File: src/rtl/core/gga_pkg.sv
// Shared types, constants and helper functions for the GGA sentence field parser.
`default_nettype none

package gga_pkg;

   // Sentence framing constants
   localparam int unsigned PrefixLen      = 6;
   localparam logic [7:0]  CharComma      = 8'h2C;
   localparam logic [7:0]  CharZero       = 8'h30;
   localparam logic [7:0]  CharNine       = 8'h39;
   localparam logic [3:0]  CommasRequired = 4'd14;
   localparam logic [3:0]  CommaMax       = 4'd15;
   localparam logic [3:0]  OffsetMax      = 4'd15;

   // Field numbers, counted by commas seen
   localparam logic [3:0]  FieldTime      = 4'd1;
   localparam logic [3:0]  FieldLat       = 4'd2;
   localparam logic [3:0]  FieldLatHemi   = 4'd3;
   localparam logic [3:0]  FieldLon       = 4'd4;
   localparam logic [3:0]  FieldLonHemi   = 4'd5;

   localparam int unsigned TimeDigits = 6;
   localparam int unsigned LatDigits  = 6;
   localparam int unsigned LonDigits  = 7;

   // Result payload widths
   localparam int unsigned RspDataWidth = 96;

   // Line state captured at end of line
   typedef struct packed {
      logic                            line_valid;
      logic [TimeDigits-1:0][3:0]      time_digits;
      logic [LatDigits-1:0][3:0]       lat_digits;
      logic [LonDigits-1:0][3:0]       lon_digits;
      logic [7:0]                      lat_letter;
      logic [7:0]                      lon_letter;
   } line_snap_type;

   // Expected prefix character at a given line position
   function automatic logic [7:0] prefix_char(input logic [2:0] pos);
      logic [7:0] c;
      unique case (pos)
         3'd0:    c = 8'h24; // '$'
         3'd1:    c = 8'h47; // 'G'
         3'd2:    c = 8'h50; // 'P'
         3'd3:    c = 8'h47; // 'G'
         3'd4:    c = 8'h47; // 'G'
         3'd5:    c = 8'h41; // 'A'
         default: c = 8'h00;
      endcase
      return c;
   endfunction

   // Digit value of a character, zero for anything that is not a decimal digit
   function automatic logic [3:0] digit_value(input logic [7:0] c);
      logic [7:0] d;
      d = c - CharZero;
      return (c >= CharZero && c <= CharNine) ? d[3:0] : 4'd0;
   endfunction

   // Two decimal digits to a binary value, 0..99
   function automatic logic [6:0] two_digits(input logic [3:0] hi, input logic [3:0] lo);
      logic [6:0] hi10;
      hi10 = ({3'd0, hi} << 3) + ({3'd0, hi} << 1);
      return hi10 + {3'd0, lo};
   endfunction

endpackage

`default_nettype wire

File: src/rtl/core/gga_sentence_field_parser_unit.sv
// Top level of the GGA sentence field parser.
//
// Request channel (req_*): one text character per request in req_tdata, with
// req_tlast high on the last character of a sentence. Response channel
// (rsp_*): one response per sentence, emitted after its last character.
// rsp_tuser is high when the line began with "$GPGGA" and held exactly 14
// commas; otherwise every rsp_tdata field is zero.
//
// Throughput: one character per cycle while req_tready is high. Each
// character updates the line tracker in the cycle it is accepted. After the
// last character, the response passes through the snapshot register, then
// the output register.
//
// Reset clears the line state and the snapshot and output valid flags.
// When the receiver stalls, the response holds in the output register and
// one more finished sentence can wait in the snapshot stage; once that stage
// is full and the output register cannot take it, req_tready stays low for
// every character until the receiver drains the output register.
`default_nettype none

module gga_sentence_field_parser_unit (
   input  wire logic         clock,
   input  wire logic         reset,
   input  wire logic         req_tvalid,
   output logic              req_tready,
   input  wire logic [7:0]   req_tdata,   // [7:0] char_in
   input  wire logic         req_tlast,   // end_of_line
   output logic              rsp_tvalid,
   input  wire logic         rsp_tready,
   // [6:0] hours, [13:7] minutes, [20:14] seconds, [27:21] lat_degrees,
   // [34:28] lat_minutes, [47:35] lat_sec_hundredths, [55:48] lat_hemisphere,
   // [65:56] lon_degrees, [72:66] lon_minutes, [85:73] lon_sec_hundredths,
   // [93:86] lon_hemisphere, [95:94] zero
   output logic [gga_pkg::RspDataWidth-1:0] rsp_tdata,
   output logic              rsp_tuser    // sentence_valid
);

   logic                   snap_valid;
   logic                   snap_ready;
   gga_pkg::line_snap_type snap;

   gga_line_tracker u_tracker (
      .clock      (clock),
      .reset      (reset),
      .req_tvalid (req_tvalid),
      .req_tready (req_tready),
      .req_tdata  (req_tdata),
      .req_tlast  (req_tlast),
      .snap_valid (snap_valid),
      .snap_ready (snap_ready),
      .snap       (snap)
   );

   gga_result_format u_format (
      .clock      (clock),
      .reset      (reset),
      .snap_valid (snap_valid),
      .snap_ready (snap_ready),
      .snap       (snap),
      .rsp_tvalid (rsp_tvalid),
      .rsp_tready (rsp_tready),
      .rsp_tdata  (rsp_tdata),
      .rsp_tuser  (rsp_tuser)
   );

endmodule

`default_nettype wire

File: src/rtl/core/gga_line_tracker.sv
// Per-character line state update and end-of-line snapshot register.
`default_nettype none

module gga_line_tracker (
   input  wire logic                   clock,
   input  wire logic                   reset,
   input  wire logic                   req_tvalid,
   output logic                        req_tready,
   input  wire logic [7:0]             req_tdata,   // [7:0] char_in
   input  wire logic                   req_tlast,   // end_of_line
   output logic                        snap_valid,
   input  wire logic                   snap_ready,
   output gga_pkg::line_snap_type      snap
);

   logic [2:0]  pos_ff, pos_in;
   logic        pok_ff, pok_in;
   logic [3:0]  comma_ff, comma_in;
   logic [3:0]  off_ff, off_in;
   logic [gga_pkg::TimeDigits-1:0][3:0] time_ff, time_in;
   logic [gga_pkg::LatDigits-1:0][3:0]  lat_ff, lat_in;
   logic [gga_pkg::LonDigits-1:0][3:0]  lon_ff, lon_in;
   logic [7:0]  lat_let_ff, lat_let_in;
   logic [7:0]  lon_let_ff, lon_let_in;

   logic                   snap_valid_ff, snap_valid_in;
   gga_pkg::line_snap_type snap_ff, snap_in;

   logic       accept;
   logic [3:0] dig;
   logic       is_comma;

   assign req_tready = !snap_valid_ff || snap_ready;
   assign accept     = req_tvalid && req_tready;
   assign dig        = gga_pkg::digit_value(req_tdata);
   assign is_comma   = (req_tdata == gga_pkg::CharComma);

   // Advance the line state by one character
   always_comb begin
      pos_in     = pos_ff;
      pok_in     = pok_ff;
      comma_in   = comma_ff;
      off_in     = off_ff;
      time_in    = time_ff;
      lat_in     = lat_ff;
      lon_in     = lon_ff;
      lat_let_in = lat_let_ff;
      lon_let_in = lon_let_ff;

      if (pos_ff < 3'(gga_pkg::PrefixLen)) begin
         if (req_tdata != gga_pkg::prefix_char(pos_ff)) pok_in = 1'b0;
         pos_in = pos_ff + 3'd1;
      end

      if (is_comma) begin
         if (comma_ff < gga_pkg::CommaMax) comma_in = comma_ff + 4'd1;
         off_in = 4'd0;
      end else begin
         // Time: offsets 0..5
         for (int i = 0; i < gga_pkg::TimeDigits; i++) begin
            if (comma_ff == gga_pkg::FieldTime && off_ff == 4'(i)) time_in[i] = dig;
         end
         // Latitude: offsets 0..3 and 5..6, dot skipped
         for (int i = 0; i < gga_pkg::LatDigits; i++) begin
            if (comma_ff == gga_pkg::FieldLat &&
                off_ff == ((i < 4) ? 4'(i) : 4'(i + 1))) lat_in[i] = dig;
         end
         // Longitude: offsets 0..4 and 6..7, dot skipped
         for (int i = 0; i < gga_pkg::LonDigits; i++) begin
            if (comma_ff == gga_pkg::FieldLon &&
                off_ff == ((i < 5) ? 4'(i) : 4'(i + 1))) lon_in[i] = dig;
         end
         if (comma_ff == gga_pkg::FieldLatHemi && off_ff == 4'd0) lat_let_in = req_tdata;
         if (comma_ff == gga_pkg::FieldLonHemi && off_ff == 4'd0) lon_let_in = req_tdata;
         if (off_ff < gga_pkg::OffsetMax) off_in = off_ff + 4'd1;
      end
   end

   // Build the snapshot and drive the stage handshake
   always_comb begin
      snap_in.line_valid  = pok_in && (pos_in == 3'(gga_pkg::PrefixLen)) &&
                            (comma_in == gga_pkg::CommasRequired);
      snap_in.time_digits = time_in;
      snap_in.lat_digits  = lat_in;
      snap_in.lon_digits  = lon_in;
      snap_in.lat_letter  = lat_let_in;
      snap_in.lon_letter  = lon_let_in;

      snap_valid_in = snap_valid_ff;
      if (accept && req_tlast) snap_valid_in = 1'b1;
      else if (snap_ready)     snap_valid_in = 1'b0;
   end

   // Hold line state; clear it after the last character of a line
   always_ff @(posedge clock) begin
      if (reset || (accept && req_tlast)) begin
         pos_ff     <= '0;
         pok_ff     <= 1'b1;
         comma_ff   <= '0;
         off_ff     <= '0;
         time_ff    <= '0;
         lat_ff     <= '0;
         lon_ff     <= '0;
         lat_let_ff <= '0;
         lon_let_ff <= '0;
      end else if (accept) begin
         pos_ff     <= pos_in;
         pok_ff     <= pok_in;
         comma_ff   <= comma_in;
         off_ff     <= off_in;
         time_ff    <= time_in;
         lat_ff     <= lat_in;
         lon_ff     <= lon_in;
         lat_let_ff <= lat_let_in;
         lon_let_ff <= lon_let_in;
      end
   end

   // Snapshot register
   always_ff @(posedge clock) begin
      if (reset) snap_valid_ff <= 1'b0;
      else       snap_valid_ff <= snap_valid_in;
      if (accept && req_tlast) snap_ff <= snap_in;
   end

   assign snap_valid = snap_valid_ff;
   assign snap       = snap_ff;

endmodule

`default_nettype wire

File: src/rtl/core/gga_result_format.sv
// Decimal-to-binary field formatting and the result output register.
`default_nettype none

module gga_result_format (
   input  wire logic                          clock,
   input  wire logic                          reset,
   input  wire logic                          snap_valid,
   output logic                               snap_ready,
   input  wire gga_pkg::line_snap_type        snap,
   output logic                               rsp_tvalid,
   input  wire logic                          rsp_tready,
   output logic [gga_pkg::RspDataWidth-1:0]   rsp_tdata,
   output logic                               rsp_tuser
);

   logic                              rsp_valid_ff, rsp_valid_in;
   logic [gga_pkg::RspDataWidth-1:0]  rsp_data_ff, rsp_data_in;
   logic                              rsp_user_ff;
   logic                              load;

   logic [6:0]  hours, minutes, seconds, lat_deg, lat_min, lat_cm, lon_min, lon_cm, lon_lo;
   logic [12:0] lat_sec, lon_sec;
   logic [9:0]  lon_deg, lon_hi;
   logic [6:0]  lat_cm_raw, lon_cm_raw;

   assign snap_ready = !rsp_valid_ff || rsp_tready;
   assign load       = snap_valid && snap_ready;

   // Convert digit pairs; scale centiminutes by 60 as 64x - 4x
   always_comb begin
      hours      = gga_pkg::two_digits(snap.time_digits[0], snap.time_digits[1]);
      minutes    = gga_pkg::two_digits(snap.time_digits[2], snap.time_digits[3]);
      seconds    = gga_pkg::two_digits(snap.time_digits[4], snap.time_digits[5]);
      lat_deg    = gga_pkg::two_digits(snap.lat_digits[0], snap.lat_digits[1]);
      lat_min    = gga_pkg::two_digits(snap.lat_digits[2], snap.lat_digits[3]);
      lat_cm_raw = gga_pkg::two_digits(snap.lat_digits[4], snap.lat_digits[5]);
      lon_lo     = gga_pkg::two_digits(snap.lon_digits[1], snap.lon_digits[2]);
      lon_min    = gga_pkg::two_digits(snap.lon_digits[3], snap.lon_digits[4]);
      lon_cm_raw = gga_pkg::two_digits(snap.lon_digits[5], snap.lon_digits[6]);
      lat_cm     = lat_cm_raw;
      lon_cm     = lon_cm_raw;
      lat_sec    = ({6'd0, lat_cm} << 6) - ({6'd0, lat_cm} << 2);
      lon_sec    = ({6'd0, lon_cm} << 6) - ({6'd0, lon_cm} << 2);
      lon_hi     = ({6'd0, snap.lon_digits[0]} << 6) + ({6'd0, snap.lon_digits[0]} << 5)
                 + ({6'd0, snap.lon_digits[0]} << 2);
      lon_deg    = lon_hi + {3'd0, lon_lo};

      rsp_data_in = '0;
      if (snap.line_valid) begin
         rsp_data_in[6:0]   = hours;
         rsp_data_in[13:7]  = minutes;
         rsp_data_in[20:14] = seconds;
         rsp_data_in[27:21] = lat_deg;
         rsp_data_in[34:28] = lat_min;
         rsp_data_in[47:35] = lat_sec;
         rsp_data_in[55:48] = snap.lat_letter;
         rsp_data_in[65:56] = lon_deg;
         rsp_data_in[72:66] = lon_min;
         rsp_data_in[85:73] = lon_sec;
         rsp_data_in[93:86] = snap.lon_letter;
      end

      rsp_valid_in = rsp_valid_ff;
      if (load)            rsp_valid_in = 1'b1;
      else if (rsp_tready) rsp_valid_in = 1'b0;
   end

   // Output register: hold while the receiver stalls
   always_ff @(posedge clock) begin
      if (reset) rsp_valid_ff <= 1'b0;
      else       rsp_valid_ff <= rsp_valid_in;
      if (load) begin
         rsp_data_ff <= rsp_data_in;
         rsp_user_ff <= snap.line_valid;
      end
   end

   assign rsp_tvalid = rsp_valid_ff;
   assign rsp_tdata  = rsp_data_ff;
   assign rsp_tuser  = rsp_user_ff;

endmodule

`default_nettype wire

File: config.mk
export PLATFORM = sky130hd
export DESIGN_NAME = gga_sentence_field_parser_unit
export DESIGN_NICKNAME = d
export VERILOG_FILES = /design/src/rtl/core/gga_pkg.sv /design/src/rtl/core/gga_sentence_field_parser_unit.sv /design/src/rtl/core/gga_line_tracker.sv /design/src/rtl/core/gga_result_format.sv
export SDC_FILE = /design/constraint.sdc
export NUM_CORES = 1
export LEC_CHECK = 0
export BUFFER_PORTS_ARGS = -buffer_cell sky130_fd_sc_hd__buf_4
export CAP_MARGIN = 10
export CORE_MARGIN = 3
export CORE_UTILIZATION = 56
export CTS_BUF_LIST = sky130_fd_sc_hd__clkbuf_8
export CTS_CLUSTER_SIZE = 8
export DETAILED_ROUTE_END_ITERATION = 10
export PLACE_DENSITY = 0.77
export SLEW_MARGIN = 20
export SYNTH_ARGS = -nofsm -noshare
export SYNTH_HDL_FRONTEND = slang
export SYNTH_SLANG_ARGS = --single-unit
File: constraint.sdc
create_clock -name clock -period 7.8 [get_ports clock]
set_input_delay 0.78 -clock clock [delete_from_list [all_inputs] [get_ports clock]]
set_output_delay 0.78 -clock clock [all_outputs]
set_load 0.1 [all_outputs]
==> summary.txt, run 1 <==
CTS buffer count = 48
Compound-Gate Fraction of Synth Area = 0.05056
Final worst-path cycle share = 0.4765
Post-synthesis register bit count = 290
Layout fillers = 1975
Pleak = 6.828 nW
First-pass DRT Iterations = 5
Layout Cells excl Fill = 1657
Pin count of the biggest net entering global routing = 106
Synth async-reset ratio = 0
Clock skew = 28.09 ps
Clock sinks = 290
Clk Latency, worst-skew pair = 560 ps
Row count = 58
Worst Tran Pin Value = 853.0 ps
Main combinational cell family by area after synthesis = multiplexers
# IOs = 112
Top post-synthesis cells by area = edfxtp_1 38%, dfxtp_1 15%, ha_1 8.2%
Total track usage = 0.1941
Critical path endpoint category = register
Arrival time worst endpoint = 4010 ps
Post-Synth Simple-Gate Area = 0.1140
CP Max Fanout = 4
Antenna-violating nets left = 0
Placed cells = 1568
Ys flop type = edfxtp_1
Maximum clock frequency = 269.1 MHz
RSZ-0062 raised after global routing = false
First-pass GRT wire length = 44710 um
Post-CTS Setup Bufs = 0
Post-synth EDFFs = 184
Kind of critical path = register to register
TritonCTS clock tree = built
DIE AREA = 27640 sq um
Post-layout util = 0.6514
Synth top area share = 0.3843
Syn. warnings = 0
Xor-xnor portion of the synthesized cell area = 0.02619
Place WS = 4095 ps
CTS Root Cell = clkbuf_8
CTS clk-pin slew, worst paths = 70 ps
Starting Density = 0.5710
Final nets = 1417
Max VDD drop = 119.8 uV
Die height = 166.2 um
Max-slew violation total from the final report = 0
Total number of vias = 8973
Area share of fa/ha/maj cells after synthesis = 0.1110
Mapped Cells = 1175
Worst EP required = 8100 ps
Initial antenna violation count = 0
Pwr Total = 0.003304 W
Total core area = 25180 sq um
GP Congestion = 0.8254
Ratio of cells with drive above 1 in the final layout = 0.2200
Total grt overflow = 0
Synth unique cells = 64
N_diodes = 0
Starting DRT DRC Count = 576
Setup TNS = 0 ps
Post-CTS resize count = 0
Area taken by multi-input logic gates = 6379 sq um
Leading area contributor after synthesis = edfxtp_1
Pwr dens = 201.4 nW/um^2
Post-synthesis sequential area ratio = 0.5318
Routed WL per cell = 16.10 um
Crit start category = register
Vias in the first global route = 8915
Vias per cell = 5.415
Run status = finished, final reports clean
Register area = 7647 sq um
Worst setup margin = 4083 ps
Final Critical Period = 3717 ps
H-tree depth = 2
Relative slew slack = 0.4300
Width of the die = 166.2 um
Setup violations, final = 0
Port Buffers = 105
Post-CTS Hold Fix Bufs = 0
Cell area after synthesis = 14380 sq um
Clock Tree Buf Depth = 3
DRC = 0
Area Growth Syn to Fin = 14.08%
Number of max-cap violations = 0
Final Hold Fails = 0
Post-Route WL = 26690 um
Dpl hpwl = 16990 um
HP Class = input pin to register
Mean Syn Cell Area = 12.24 sq um
Multiplexer share of the synthesized area = 0.1387
[final timing paths]
path                                startpoint                                   end  slack (ps)  cells past startpoint
max               u_tracker.snap[20]$_DFFE_PP_  u_format.rsp_tdata[65]$_SDFFCE_PN0P_        4080                     13
min                                      reset     u_tracker.snap_valid$_SDFFE_PP0P_         400                      2
max reg2reg       u_tracker.snap[20]$_DFFE_PP_  u_format.rsp_tdata[65]$_SDFFCE_PN0P_        4080                     13
min reg2reg  u_tracker.lon_ff[16]$_SDFFE_PP0P_     u_tracker.lon_ff[16]$_SDFFE_PP0P_         490                      2
[logic make-up (layout without fill, tap and decap cells)]
family | after synthesis | count (layout)
simple gates | 337 | 337
flops | 290 | 290
mux | 188 | 188
fa+ha+maj | 115 | 115
compound gates | 105 | 105
buf+inv | 96 | 243
xor+xnor | 43 | 43
other cells | 1 | 6
[where the power goes]
part | internal [W] | total (W) | switching (W)
combinational | 0.000109 | 0.000359 | 0.000251
clock | 0.000690 | 0.00127 | 0.000581
sequential | 0.00166 | 0.00167 | 0.0000148
total | 0.00246 | 0.00330 | 0.000846
[stage by stage]
| stage | area [sq um] | hold slack (ps) |
|---|---|---|
| global route | 16400 | 388.1 |
| CTS | 16380 | 378.1 |
| floorplan | 14400 | 424.4 |
| finish | 16400 | 403.5 |
| detailed placement | 15440 | 476.1 |
| global placement | 15440 | 465.9 |
[worst max-delay path: stages, from the launching register on]
cell and delay (ps):
edfxtp_1 350, inv_1 60, fa_1 540, inv_1 70, fa_1 450, a21o_1 190, a21oi_1 160, xnor2_1 160
fa_1 450, ha_1 340, o21ai_0 120, a21boi_0 310, or3_1 160, nand3_1 70
[state kept, by name, summed over array words and instances (netlist names), 3 cells and up]
name                  flops
u_tracker.pos_ff          3
u_tracker.lon_ff         28
u_tracker.lon_let_ff      8
u_tracker.lat_let_ff      8
u_tracker.time_ff        24
u_format.rsp_tdata       90
u_tracker.snap           93
u_tracker.off_ff          4
u_tracker.lat_ff         24
u_tracker.comma_ff        4
[final cells by class]
type                       instances  share of cell area
timing repair buffer             113             0.05294
inverter                          42            0.009687
sequential                       290              0.4662
clock inverter                    28            0.006789
tap                              330             0.02517
multi-input combinational        794              0.3889
clock buffer                      60             0.05034
[synthesized netlist by cell type (3+ instances only)]
master	instances
a21o_1	21
buf_4	7
a22oi_1	3
inv_1	41
a21oi_1	38
nand3_1	27
or3_1	5
nor2b_1	6
nor4_1	5
buf_2	6
clkbuf_1	38
mux2_2	90
buf_1	3
nand2_1	47
nor3_2	7
and2_1	53
xnor2_1	18
nor2_1	148
nor3_1	11
dfxtp_1	106
edfxtp_1	184
xor2_1	25
a311oi_1	3
mux2i_1	98
ha_1	94
fa_1	21
and3_1	3
nand2b_1	5
o21ai_0	14
[layer usage]
| metal | vias up | GRT usage | wire [um] |
|---|---|---|---|
| met5 | - | 0 | 0 |
| met4 | 0 | 0.06026 | 622 |
| met3 | 48 | 0.03333 | 1161 |
| met2 | 194 | 0.3318 | 12870 |
| met1 | 4306 | 0.2554 | 12030 |
| li1 | 4425 | - | - |
[placed cells by master (no fill, tap or decap), types with 3 or more instances in the layout]
cell type,Yosys,final
conb_1,1,6
nor3_2,7,7
buf_4,7,112
or3_1,5,5
clkbuf_8,0,60
edfxtp_1,184,184
mux2_2,90,90
and2_1,53,51
ha_1,94,94
fa_1,21,21
nor2_1,148,148
nand3_1,27,27
nor2b_1,6,6
clkinv_2,0,6
nor3_1,11,11
xnor2_1,18,18
nand2_1,47,47
nor4_1,5,5
xor2_1,25,25
mux2i_1,98,98
inv_1,41,63
nand2b_1,5,4
o21ai_0,14,14
a22oi_1,3,3
a311oi_1,3,3
a21o_1,21,21
dfxtp_1,106,106
a21oi_1,38,38
Power figures use the tool's default switching activity.
==> inputs of run 2 (changes only) <==
- ABC_AREA: default -> 1
- CORE_UTILIZATION: 56 -> 63
- PLACE_DENSITY: 0.77 -> 0.82
- clock period: 7.8 -> 3.7 ns (I/O delays scaled with it)
==> summary.txt, run 2 <==
Worst setup margin = 124.1 ps (-3959 ps)
CTS clk-pin slew, worst paths = 60 ps (about the same)
Mean Syn Cell Area = 8.465 sq um (-31%)
Met2 global-route usage = 0.4121 (+0.08035)
Net Switching = 0.002100 W (+150%)
Run status = finished, final reports clean
Place WS = 165.6 ps (-3929 ps)
DRC = 0 (unchanged)
Post-Synth Simple-Gate Area = 0.2423 (+0.1283)
Row count = 56 (-3.4%)
CTS buffer count = 49 (+2.1%)
Initial antenna violation count = 0 (unchanged)
Total grt overflow = 0 (unchanged)
Setup TNS = 0 ps (unchanged)
Layout fillers = 1764 (-11%)
Pin count of the biggest net entering global routing = 88 (-17%)
TritonCTS clock tree = built
Reg power frac = 0.488 (-0.019)
Placed standard-cell area = 16180 sq um (+4.8%)
Number of max-cap violations = 0 (unchanged)
Pwr Total = 0.007506 W (+130%)
Max-slew violation total from the final report = 0 (unchanged)
Met1 Usage GRT = 0.2736 (+0.01816)
Vias in the first global route = 11.26k (+26%)
Post-synthesis sequential area ratio = 0.5058 (-0.02601)
# IOs = 112 (unchanged)
CP Max Fanout = 5 (+1)
Critical path endpoint category = register
Reg2reg start = u_tracker.snap[20]$_DFFE_PP_
Clock sinks = 290 (unchanged)
Final Cell Area = 17160 sq um (+4.6%)
Width of the die = 160.9 um (-3.2%)
Clock Tree Buf Depth = 3 (unchanged)
Final nets = 2033 (+43%)
Xor-xnor portion of the synthesized cell area = 0.006952 (-0.01924)
First-pass DRT Iterations = 5 (unchanged)
Clock skew = 28.55 ps (+0.4549 ps)
CTS Root Cell = clkbuf_8
Main combinational cell family by area after synthesis = simple AND/OR/NAND/NOR gates
Switching Share = 0.2798 (+0.02374)
Worst EP required = 4030 ps (-4070 ps)
Synth unique cells = 35 (-45%)
Mapped Cells = 1786 (+52%)
Most common cell after layout, fill and taps aside = nand2_1
Most common cell in the netlist = nand2_1
Top post-synthesis cells by area = edfxtp_1 37%, dfxtp_1 14%, nand2_1 12%
Multiplexer share of the synthesized area = 0 (-0.1387)
Dpl hpwl = 19760 um (+16%)
Crit start category = register
Syn. warnings = 0 (unchanged)
GP Congestion = 0.8288 (+0.41%)
GR Util met3 = 0.04050 (+0.007170)
Kind of critical path = register to register
Final Critical Period = 3576 ps (-140.9 ps)
Area Growth Syn to Fin = 13.52%
HP Class = input pin to register
Pwr dens = 437.4 nW/um^2 (+120%)
Die height = 160.9 um (-3.2%)
Combinational share of power = 0.150 (+0.041)
Leading area contributor after synthesis = edfxtp_1
Starting Density = 0.6422 (+0.07116)
Cell area after synthesis = 15120 sq um (+5.1%)
Vias per cell = 5.180 (-4.4%)
Total number of vias = 11.71k (+31%)
Worst hold path startpoint = rsp_tready
Final worst-path cycle share = 0.9665 (+0.4899)
GRT Max-Usage Layer = met2
Setup violations, final = 0 (unchanged)
Total core area = 23540 sq um (-6.5%)
Worst Tran Pin Value = 950.8 ps (+97.72 ps)
H-tree depth = 2 (unchanged)
Routed WL per cell = 13.07 um (-19%)
Post-synth EDFFs = 184 (unchanged)
Setup crit start = u_tracker.snap[20]$_DFFE_PP_
Placed cells = 2172 (+39%)
Synth top area share = 0.3655 (-0.01880)
First-pass GRT wire length = 49590 um (+11%)
Ratio of cells with drive above 1 in the final layout = 0.1272 (-0.09286)
Area taken by multi-input logic gates = 6216 sq um (-2.6%)
Maximum clock frequency = 279.7 MHz (+3.9%)
Relative slew slack = 0.3648 (-0.06513)
Post-Route WL = 29540 um (+11%)
Area share of fa/ha/maj cells after synthesis = 0.1056 (-0.005431)
Most frequent cells in the layout = 498 x nand2_1, 288 x inv_1, 216 x nor2_1, 184 x edfxtp_1, 114 x buf_4
Arrival time worst endpoint = 3910 ps (-100 ps)
Commonest cells in the synthesized netlist = 498 x nand2_1, 269 x inv_1, 216 x nor2_1, 184 x edfxtp_1, 113 x nand3_1
Starting DRT DRC Count = 782 (+36%)
N_diodes = 0 (unchanged)
Port Buffers = 105 (unchanged)
DIE AREA = 25890 sq um (-6.3%)
Total track usage = 0.2288 (+0.03473)
Pleak = 8.842 nW (+30%)
Max VDD drop = 320.8 uV (+170%)
Reg2reg setup slack = 120 ps (-3960 ps)
Compound-Gate Fraction of Synth Area = 0.05148 (+0.0009204)
Clock power frac = 0.362 (-0.023)
Register area = 7649 sq um (about the same)
Final Hold Fails = 0 (unchanged)
Internal power = 0.005406 W (+120%)
Antenna-violating nets left = 0 (unchanged)
Synth async-reset ratio = 0 (unchanged)
Post-synthesis register bit count = 290 (unchanged)
Ys flop type = edfxtp_1
Layout Cells excl Fill = 2261 (+36%)
Clk Latency, worst-skew pair = 570 ps (about the same)
Max reg flops = 93 (unchanged)
## run 2: repair_timing
action,4_1_cts,5_1_grt
setup buffers,0,0
endpoints found under the hold margin,1,0
resized for setup,0,4
endpoints found under the setup margin,0,1
hold buffers,1,0
## run 2: metrics by stage
stage	hold WS [ps]	utilization
final	151.0	0.7290
after global routing	142.7	0.7290
after CTS	113.3	0.7279
after detailed placement	440.5	0.6871
after global placement	432.3	0.6871
after floorplan	418.8	-
## run 2: kinds of logic after synthesis
group	after synthesis
XOR/XNOR	12
flip-flops	290
adder cells (fa/ha/maj)	115
other	1
AO/OA/AOI/OAI	153
buffers and inverters	334
AND/OR/NAND/NOR	881
## run 2: path summary, 6_finish.rpt
path | cells past startpoint | endpoint
max | 17 | u_format.rsp_tdata[65]$_SDFFCE_PN0P_
min | 4 | u_format.rsp_tvalid$_SDFFE_PP0P_
max reg2reg | 17 | u_format.rsp_tdata[65]$_SDFFCE_PN0P_
min reg2reg | 2 | u_tracker.pok_ff$_SDFFE_PP1P_
## run 2: layout make-up
cell class              instances  share of cell area
multi-input cells            1167              0.3622
clock buffers                  61             0.04892
repair buffers                116             0.05161
flip-flops and latches        290              0.4457
clock inverters                27            0.006488
well taps                     319             0.02326
inverters                     281             0.06189
## run 2: layer usage
metal | part of all wire | vias up
met5 | 0 | -
met3 | 0.054 | 68
met4 | 0.030 | 0
met1 | 0.41 | 5421
li1 | - | 5886
met2 | 0.51 | 336
## run 2: worst max-delay path, cell delays in order (launching register included)
cell	delay (ps)
edfxtp_1	340
inv_1	60
fa_1	540
inv_1	80
fa_2	410
nand3_1	100
nand2_1	80
xor2_2	160
fa_1	560
ha_4	230
a21oi_1	160
nand2_1	120
nand2_1	100
nand2_1	70
a21oi_2	160
nand2_1	70
nand2_1	60
nor2_1	40
## run 2: power by group through the flow
stage / Clock (W) / Combinational [W] / Sequential, W
floorplan: 0 / 0.000663 / 0.00394
global placement: 0 / 0.00106 / 0.00372
detailed placement: 0 / 0.00110 / 0.00373
CTS: 0.00279 / 0.00111 / 0.00366
global route: 0.00293 / 0.00126 / 0.00368
finish: 0.00272 / 0.00113 / 0.00366
